## config.mk

```make
export PLATFORM = sky130hd
export DESIGN_NAME = i2c_master_byte_writer_core
export DESIGN_NICKNAME = d
export VERILOG_FILES = /design/src/sv/i2cbw_pkg.sv /design/src/sv/i2cbw_front.sv /design/src/sv/i2cbw_cmd_fifo.sv /design/src/sv/i2cbw_seq.sv /design/src/sv/i2c_master_byte_writer_core.sv
export SDC_FILE = /design/constraint.sdc
export NUM_CORES = 1
export LEC_CHECK = 0
export BUFFER_PORTS_ARGS = -buffer_cell sky130_fd_sc_hd__buf_2
export CAP_MARGIN = 20
export CORE_MARGIN = 2
export CORE_UTILIZATION = 56
export DETAILED_ROUTE_END_ITERATION = 10
export PLACE_DENSITY = 0.9
export SYNTH_ARGS = -nofsm -noshare
export SYNTH_HDL_FRONTEND = slang
export SYNTH_HIERARCHICAL = 1
export SYNTH_SLANG_ARGS = --single-unit
```

## constraint.sdc

```tcl
create_clock -name i_clk -period 4.25 [get_ports i_clk]
set_input_delay 0.85 -clock i_clk [delete_from_list [all_inputs] [get_ports i_clk]]
set_output_delay 0.85 -clock i_clk [all_outputs]
set_load 0.02 [all_outputs]
```

## src/sv/i2cbw_pkg.sv

```systemverilog
// Shared types, codes and the phase encoding of the I2C byte writer.
`timescale 1ns / 1ps
package i2cbw_pkg;

    localparam logic [1:0] OP_START = 2'd0;
    localparam logic [1:0] OP_STOP  = 2'd1;
    localparam logic [1:0] OP_WRITE = 2'd2;

    localparam logic [15:0] DELAY_RESET = 16'd500;
    localparam int unsigned PHASE_W = 5;
    localparam logic [PHASE_W-1:0] LAST_PHASE_COND  = 5'd2;
    localparam logic [PHASE_W-1:0] LAST_PHASE_WRITE = 5'd17;
    localparam logic [PHASE_W-1:0] ACK_PHASE        = 5'd16;

    typedef enum logic [1:0] {
        CMD_START = 2'd0,
        CMD_STOP  = 2'd1,
        CMD_WRITE = 2'd2
    } t_cmd;

    typedef struct packed {
        t_cmd       cmd;
        logic [7:0] data;
        logic       ack_level;
    } t_cmd_entry;

    typedef struct packed {
        logic scl;
        logic sda;
        logic sda_released;
        logic acked;
        logic last;
    } t_phase;

    function automatic t_phase phase_bits(input t_cmd_entry e,
                                          input logic [PHASE_W-1:0] ph);
        t_phase p;
        p = '0;
        case (e.cmd)
            CMD_START: begin
                p.scl  = (ph != LAST_PHASE_COND);
                p.sda  = (ph == '0);
                p.last = (ph == LAST_PHASE_COND);
            end
            CMD_STOP: begin
                p.scl  = (ph != '0);
                p.sda  = (ph == LAST_PHASE_COND);
                p.last = (ph == LAST_PHASE_COND);
            end
            CMD_WRITE: begin
                if (ph < ACK_PHASE) begin
                    p.scl = ~ph[0];
                    p.sda = e.data[~ph[3:1]];
                end else begin
                    p.scl          = (ph == ACK_PHASE);
                    p.sda          = e.data[0];
                    p.sda_released = (ph == ACK_PHASE);
                    p.acked        = (ph == LAST_PHASE_WRITE) && !e.ack_level;
                    p.last         = (ph == LAST_PHASE_WRITE);
                end
            end
            default: p = '0;
        endcase
        return p;
    endfunction

endpackage

```

## src/sv/i2cbw_front.sv

```systemverilog
// Command front end: decodes the opcode and queues valid commands.
`timescale 1ns / 1ps
module i2cbw_front import i2cbw_pkg::*; (
    input  logic       i_push,
    input  logic [1:0] i_op,
    input  logic [7:0] i_data,
    input  logic       i_ack_level,
    input  logic       i_q_full,
    output logic       o_full,
    output logic       o_q_wr,
    output t_cmd_entry o_q_entry
);

    logic w_valid_op;

    always_comb begin
        w_valid_op           = 1'b1;
        o_q_entry.cmd        = CMD_START;
        o_q_entry.data       = i_data;
        o_q_entry.ack_level  = i_ack_level;
        case (i_op)
            OP_START: o_q_entry.cmd = CMD_START;
            OP_STOP:  o_q_entry.cmd = CMD_STOP;
            OP_WRITE: o_q_entry.cmd = CMD_WRITE;
            default:  w_valid_op    = 1'b0;
        endcase
    end

    assign o_full = i_q_full;
    // unused opcode: beat is taken and dropped
    assign o_q_wr = i_push && !i_q_full && w_valid_op;

endmodule

```

## src/sv/i2cbw_cmd_fifo.sv

```systemverilog
// Short command queue between the front end and the phase sequencer.
`timescale 1ns / 1ps
module i2cbw_cmd_fifo import i2cbw_pkg::*; #(
    parameter int unsigned DEPTH = 4
) (
    input  logic       i_clk,
    input  logic       i_rst_n,
    input  logic       i_wr,
    input  t_cmd_entry i_wr_entry,
    input  logic       i_rd,
    output t_cmd_entry o_rd_entry,
    output logic       o_full,
    output logic       o_empty
);

    localparam int unsigned AW = (DEPTH > 1) ? $clog2(DEPTH) : 1;
    localparam int unsigned CW = $clog2(DEPTH + 1);

    t_cmd_entry       r_mem [DEPTH];
    logic [AW-1:0]    r_wr_ptr, n_wr_ptr;
    logic [AW-1:0]    r_rd_ptr, n_rd_ptr;
    logic [CW-1:0]    r_count, n_count;
    logic             w_wr, w_rd;

    assign o_full     = (r_count == CW'(DEPTH));
    assign o_empty    = (r_count == '0);
    assign o_rd_entry = r_mem[r_rd_ptr];
    assign w_wr       = i_wr && !o_full;
    assign w_rd       = i_rd && !o_empty;

    always_comb begin
        n_wr_ptr = r_wr_ptr;
        n_rd_ptr = r_rd_ptr;
        n_count  = r_count;
        if (w_wr) begin
            n_wr_ptr = (r_wr_ptr == AW'(DEPTH - 1)) ? '0 : r_wr_ptr + 1'b1;
        end
        if (w_rd) begin
            n_rd_ptr = (r_rd_ptr == AW'(DEPTH - 1)) ? '0 : r_rd_ptr + 1'b1;
        end
        if (w_wr && !w_rd) begin
            n_count = r_count + 1'b1;
        end else if (w_rd && !w_wr) begin
            n_count = r_count - 1'b1;
        end
    end

    always_ff @(posedge i_clk) begin
        if (!i_rst_n) begin
            r_wr_ptr <= '0;
            r_rd_ptr <= '0;
            r_count  <= '0;
        end else begin
            r_wr_ptr <= n_wr_ptr;
            r_rd_ptr <= n_rd_ptr;
            r_count  <= n_count;
        end
    end

    always_ff @(posedge i_clk) begin
        if (w_wr) begin
            r_mem[r_wr_ptr] <= i_wr_entry;
        end
    end

endmodule

```

## src/sv/i2cbw_seq.sv

```systemverilog
// Phase sequencer: steps each command through its pin phases with hold timing.
`timescale 1ns / 1ps
module i2cbw_seq import i2cbw_pkg::*; (
    input  logic        i_clk,
    input  logic        i_rst_n,
    input  logic [15:0] i_delay,
    input  logic        i_q_empty,
    input  t_cmd_entry  i_q_entry,
    output logic        o_q_rd,
    input  logic        i_pop,
    output logic        o_empty,
    output t_phase      o_phase
);

    typedef enum logic [1:0] {
        ST_IDLE = 2'b01,
        ST_RUN  = 2'b10
    } t_state;

    t_state              r_state, n_state;
    t_cmd_entry          r_cmd;
    logic [PHASE_W-1:0]  r_phase, n_phase;
    logic [15:0]         r_hold, n_hold;
    logic                r_out_valid, n_out_valid;
    t_phase              r_out;
    t_phase              w_cur;
    logic                w_out_free, w_emit, w_load;

    assign w_cur      = phase_bits(r_cmd, r_phase);
    assign w_out_free = !r_out_valid || i_pop;
    assign w_emit     = (r_state == ST_RUN) && (r_hold == '0) && w_out_free;
    assign w_load     = (r_state == ST_IDLE) && !i_q_empty;
    assign o_q_rd     = w_load;
    assign o_empty    = !r_out_valid;
    assign o_phase    = r_out;

    always_comb begin
        n_state     = r_state;
        n_phase     = r_phase;
        n_hold      = r_hold;
        n_out_valid = r_out_valid;
        if (i_pop) begin
            n_out_valid = 1'b0;
        end
        if (r_hold != '0) begin
            n_hold = r_hold - 1'b1;
        end
        case (r_state)
            ST_IDLE: begin
                // last phase of the previous command keeps its hold
                if (w_load) begin
                    n_state = ST_RUN;
                    n_phase = '0;
                end
            end
            ST_RUN: begin
                if (w_emit) begin
                    n_out_valid = 1'b1;
                    n_phase     = r_phase + 1'b1;
                    // a zero delay holds like a delay of one
                    n_hold      = (i_delay == '0) ? '0 : i_delay - 1'b1;
                    if (w_cur.last) begin
                        n_state = ST_IDLE;
                    end
                end
            end
            default: n_state = ST_IDLE;
        endcase
    end

    always_ff @(posedge i_clk) begin
        if (!i_rst_n) begin
            r_state     <= ST_IDLE;
            r_phase     <= '0;
            r_hold      <= '0;
            r_out_valid <= 1'b0;
        end else begin
            r_state     <= n_state;
            r_phase     <= n_phase;
            r_hold      <= n_hold;
            r_out_valid <= n_out_valid;
        end
    end

    always_ff @(posedge i_clk) begin
        if (w_load) begin
            r_cmd <= i_q_entry;
        end
        if (w_emit) begin
            r_out <= w_cur;
        end
    end

endmodule

```

## src/sv/i2c_master_byte_writer_core.sv

```systemverilog
// I2C master byte writer: command queue, phase sequencer and APB delay register.
// The first phase of a command reaches the result ports via the queue, command and output registers.
// The hold counter holds each phase for the phase delay, a zero delay like a one;
// a write is 18 phases, start and stop 3; the load cycle between commands hides
// under the last hold unless the delay is below 2. Result stalls add cycles.
// Commands queue up to QUEUE_DEPTH deep while the sequencer runs.
// Reset (synchronous, active low) empties queue and output, delay returns to 500.
`timescale 1ns / 1ps
module i2c_master_byte_writer_core import i2cbw_pkg::*; #(
    parameter int unsigned QUEUE_DEPTH = 4
) (
    input  logic        i_clk,
    input  logic        i_rst_n,
    input  logic        push,
    output logic        full,
    input  logic [1:0]  i_op,
    input  logic [7:0]  i_data,
    input  logic        i_ack_level,
    output logic        empty,
    input  logic        pop,
    output logic        o_scl,
    output logic        o_sda,
    output logic        o_sda_released,
    output logic        o_acked,
    output logic        o_last,
    input  logic        psel,
    input  logic        penable,
    input  logic        pwrite,
    input  logic [2:0]  paddr,
    input  logic [31:0] pwdata,
    output logic [31:0] prdata,
    output logic        pready
);

    logic [15:0] r_delay;
    logic        w_q_full, w_q_empty, w_q_wr, w_q_rd, w_cfg_wr;
    t_cmd_entry  w_q_wr_entry, w_q_rd_entry;
    t_phase      w_phase;

    assign pready   = 1'b1;
    assign w_cfg_wr = psel && penable && pwrite && pready && (paddr[2] == 1'b0);
    assign prdata   = (paddr[2] == 1'b0) ? {16'b0, r_delay} : '0;

    always_ff @(posedge i_clk) begin
        if (!i_rst_n) begin
            r_delay <= DELAY_RESET;
        end else if (w_cfg_wr) begin
            r_delay <= pwdata[15:0];
        end
    end

    i2cbw_front u_front (
        .i_push      (push),
        .i_op        (i_op),
        .i_data      (i_data),
        .i_ack_level (i_ack_level),
        .i_q_full    (w_q_full),
        .o_full      (full),
        .o_q_wr      (w_q_wr),
        .o_q_entry   (w_q_wr_entry)
    );

    i2cbw_cmd_fifo #(.DEPTH(QUEUE_DEPTH)) u_fifo (
        .i_clk      (i_clk),
        .i_rst_n    (i_rst_n),
        .i_wr       (w_q_wr),
        .i_wr_entry (w_q_wr_entry),
        .i_rd       (w_q_rd),
        .o_rd_entry (w_q_rd_entry),
        .o_full     (w_q_full),
        .o_empty    (w_q_empty)
    );

    i2cbw_seq u_seq (
        .i_clk     (i_clk),
        .i_rst_n   (i_rst_n),
        .i_delay   (r_delay),
        .i_q_empty (w_q_empty),
        .i_q_entry (w_q_rd_entry),
        .o_q_rd    (w_q_rd),
        .i_pop     (pop),
        .o_empty   (empty),
        .o_phase   (w_phase)
    );

    assign o_scl          = w_phase.scl;
    assign o_sda          = w_phase.sda;
    assign o_sda_released = w_phase.sda_released;
    assign o_acked        = w_phase.acked;
    assign o_last         = w_phase.last;

    a_ack_clock_high: assert property (@(posedge i_clk) disable iff (!i_rst_n)
        (!empty && o_sda_released) |-> (o_scl && !o_last))
        else $error("released SDA outside ninth clock high");

    a_acked_on_last: assert property (@(posedge i_clk) disable iff (!i_rst_n)
        (!empty && o_acked) |-> (o_last && !o_scl && !o_sda_released))
        else $error("ack reported outside last write phase");

    a_reset_empty: assert property (@(posedge i_clk) disable iff (!i_rst_n)
        !$past(i_rst_n) |-> empty)
        else $error("result pending right after reset");

    a_no_emit_while_full_out: assert property (@(posedge i_clk) disable iff (!i_rst_n)
        (!empty && !pop) |=> !empty && $stable(w_phase))
        else $error("pending result overwritten");

endmodule

```

==> flow_metrics.env <==
export IMPL_cp_required_ps=4540
export IMPL_timing_final_crit_share_pct=64.1
export IMPL_crit_path_end_kind="flip-flop"
export IMPL_ir_drop_mv=0.290
export IMPL_dieArea_mm2=0.0104
export IMPL_synth_flop_cell="edfxtp_1"
export IMPL_hpwl_um=7260
export IMPL_tightest_slew_ps=1030
export IMPL_avgSynthCellArea_um2=11.7
export IMPL_final_cell_area_mm2=0.00583
export IMPL_yosysWarnings=6
export IMPL_areaGrowthSynthToFinish_pct=7.99
export IMPL_placed_cell_area_mm2=0.00561
export IMPL_relSlewSlack_pct=31.3
export IMPL_finClkSkew_ps=18.0
export IMPL_crit_fanout=7
export IMPL_drive_gt1_share_pct=21.1
export IMPL_row_count=35
export IMPL_dieHeight_um=102
export IMPL_drt_iter0_drc=270
export IMPL_ant_nets=0
export IMPL_cts_setup_buffers=0
export IMPL_status="finished clean"
export IMPL_viasPerCell=5.58
export IMPL_ys_seq_area_share_pct=51.5
export IMPL_hp_class="flip-flop to flip-flop"
export IMPL_tns_ps=0
export IMPL_clkLatencyLatePin_ps=380
export IMPL_grt_first_pass_wirelength_um=16400
export IMPL_final_nets=570
export IMPL_hold_violations=0
export IMPL_syn_inst=463
export IMPL_grt_use_total_pct=20.2
export IMPL_power_leakage_uw=0.00215
export IMPL_port_buffers=57
export IMPL_die_width_um=102
export IMPL_maxCapViolations=0
export IMPL_cts_buffer_depth=2
export IMPL_antenna_cells=0
export IMPL_arrival_ps=3020
export IMPL_synth_area_mm2=0.00540
export IMPL_num_io_pins=93
export IMPL_vias=3555
export IMPL_max_freq_mhz=367
export IMPL_synth_cell_types=55
export IMPL_cts_hold_buf=0
export IMPL_drcViolationCount=0
export IMPL_htreeDepth=3
export IMPL_timing_hold_ws_ps=511
export IMPL_ys_async_sr_fraction_pct=0
export IMPL_rsz0062_at_grt="false"
export IMPL_cts_root_buf="clkbuf_8"
export IMPL_worst_setup_path_type="primary input to flip-flop"
export IMPL_gp_congestion=0.865
export IMPL_grt_max_degree=65
export IMPL_cts_resized=0
export IMPL_cts_tree="done"
export IMPL_synth_edff_count=60
export IMPL_fin_crit_ps=2720
export IMPL_start_util_pct=58.2
export IMPL_clkSinkCount=109
export IMPL_antenna_found_initial=0
export IMPL_wl_um=10100
export IMPL_cts_buffers=9
export IMPL_fill_cells=680
export IMPL_drv_slew=0
export IMPL_overflow=0
export IMPL_coreArea_mm2=0.00928
export IMPL_power_density_mw_per_mm2=529
export IMPL_setup_violations=0
export IMPL_synth_seq_cells=109
export IMPL_grt_pass1_vias=3393
export IMPL_post_drt_wl_per_cell_um=15.8
export IMPL_setup_worst_path_start_class="primary input"
export IMPL_cts_clk_slew_worst_paths_ps=120
export IMPL_dr_pass1_iters=5
[layout by cell type (no fill, tap or decap), types with 3 or more instances in the layout]
cell type / synthesis / routed
a21oi_1: 7 / 7
and2_1: 11 / 11
and2b_2: 7 / 7
buf_2: 2 / 57
clkbuf_8: 0 / 9
conb_1: 2 / 17
dfxtp_1: 49 / 49
edfxtp_1: 60 / 60
ha_1: 13 / 13
inv_1: 14 / 14
inv_8: 0 / 4
mux2i_1: 20 / 20
mux4_2: 13 / 13
nand2_1: 36 / 36
nand2b_1: 4 / 4
nand3_1: 11 / 11
nand4_1: 5 / 5
nand4b_1: 3 / 3
nor2_1: 25 / 25
nor2b_1: 29 / 29
nor3_1: 11 / 11
nor3b_1: 4 / 3
nor4_1: 4 / 4
o21a_1: 13 / 13
o21ai_0: 10 / 10
o22ai_1: 3 / 3
o31ai_1: 3 / 3
or3_1: 5 / 5
or4_1: 3 / 3
xnor2_1: 12 / 12
xor2_1: 15 / 15
[path summary, 6_finish.rpt]
check | from | end | slack [ps] | cells past startpoint
setup / recovery | i_op[0] | u_fifo/r_count[2] | 1530 | 9
hold / removal | u_fifo/r_wr_ptr[1] | u_fifo/r_wr_ptr[1] | 510 | 2
setup reg to reg | u_fifo/r_count[0] | u_fifo/r_count[2] | 1620 | 9
hold reg to reg | u_fifo/r_wr_ptr[1] | u_fifo/r_wr_ptr[1] | 510 | 2
[layer usage]
| metal | vias up | track usage, % | wire length (um) |
|---|---|---|---|
| met4 | 0 | 5.85 | 107 |
| met3 | 9 | 3.83 | 710 |
| met1 | 1709 | 27.7 | 4270 |
| met2 | 149 | 32.9 | 4990 |
| met5 | - | 0 | 0 |
| li1 | 1688 | - | - |
[cell type report]
type | count | area (um2) | share of cell area, %
Clock inverter | 7 | 100 | 1.72
Multi-Input combinational cell | 311 | 2320 | 39.8
Sequential cell | 109 | 2780 | 47.7
Clock buffer | 9 | 124 | 2.12
Timing Repair Buffer | 58 | 293 | 5.02
Tap cell | 129 | 161 | 2.77
Inverter | 14 | 52.6 | 0.901
[cells by family after synthesis]
family	after synthesis	synth area share (%)
and+or+nand+nor	169	18.0
xor gates and xnor gates	27	4.38
DFF	109	51.5
buffers and inverters	58	6.67
AOI/OAI and AO/OA	50	6.58
adders and majority gates	14	3.38
other	2	0.139
muxes	34	9.34
[state kept, by name, summed over array words and instances, names as in the netlist, named ones only]
name,flops
r_delay,16
u_fifo/r_count,3
u_fifo/r_mem,44
u_fifo/r_rd_ptr,2
u_fifo/r_wr_ptr,2
u_seq/o_phase,5
u_seq/r_cmd,11
u_seq/r_hold,16
u_seq/r_out_valid,1
u_seq/r_phase,5
u_seq/r_state,2
[Yosys cell counts (12+ instances only)]
cell      instances  area share, %
edfxtp_1         60             33
dfxtp_1          49             18
nand2_1          36            2.5
buf_4            29            4.0
nor2b_1          29            3.4
nor2_1           25            1.7
mux2i_1          20            3.7
xor2_1           15            2.4
inv_1            14           0.97
ha_1             13            3.0
mux4_2           13            5.4
o21a_1           13            1.8
xnor2_1          12            1.9
[through the flow]
step / util [%] / worst slack (ps) / cells / power [uW]
6_report: 62.8 / 1530 / 637 / 3090
5_1_grt: 62.8 / 1340 / 637 / 3240
4_1_cts: 62.8 / 1570 / 637 / 3090
3_5_place_dp: 60.4 / 1180 / 621 / 2410
3_3_place_gp: 60.4 / 1340 / 621 / 2330
2_1_floorplan: - / 1130 / 478 / 2210
[power breakdown]
part / total [uW] / switching (uW) / internal [uW]
Combinational: 890 / 460 / 430
Clock: 687 / 388 / 299
Sequential: 1510 / 172 / 1340
[worst max-delay path, cell delays in order]
cell and delay (ps):
buf_2 120, a211oi_2 210, nor2b_1 450, ha_1 280
inv_1 70, fa_1 370, xor2_1 160, or3_1 310
a21boi_0 190
Note: power is estimated with default switching activity, not from simulation.
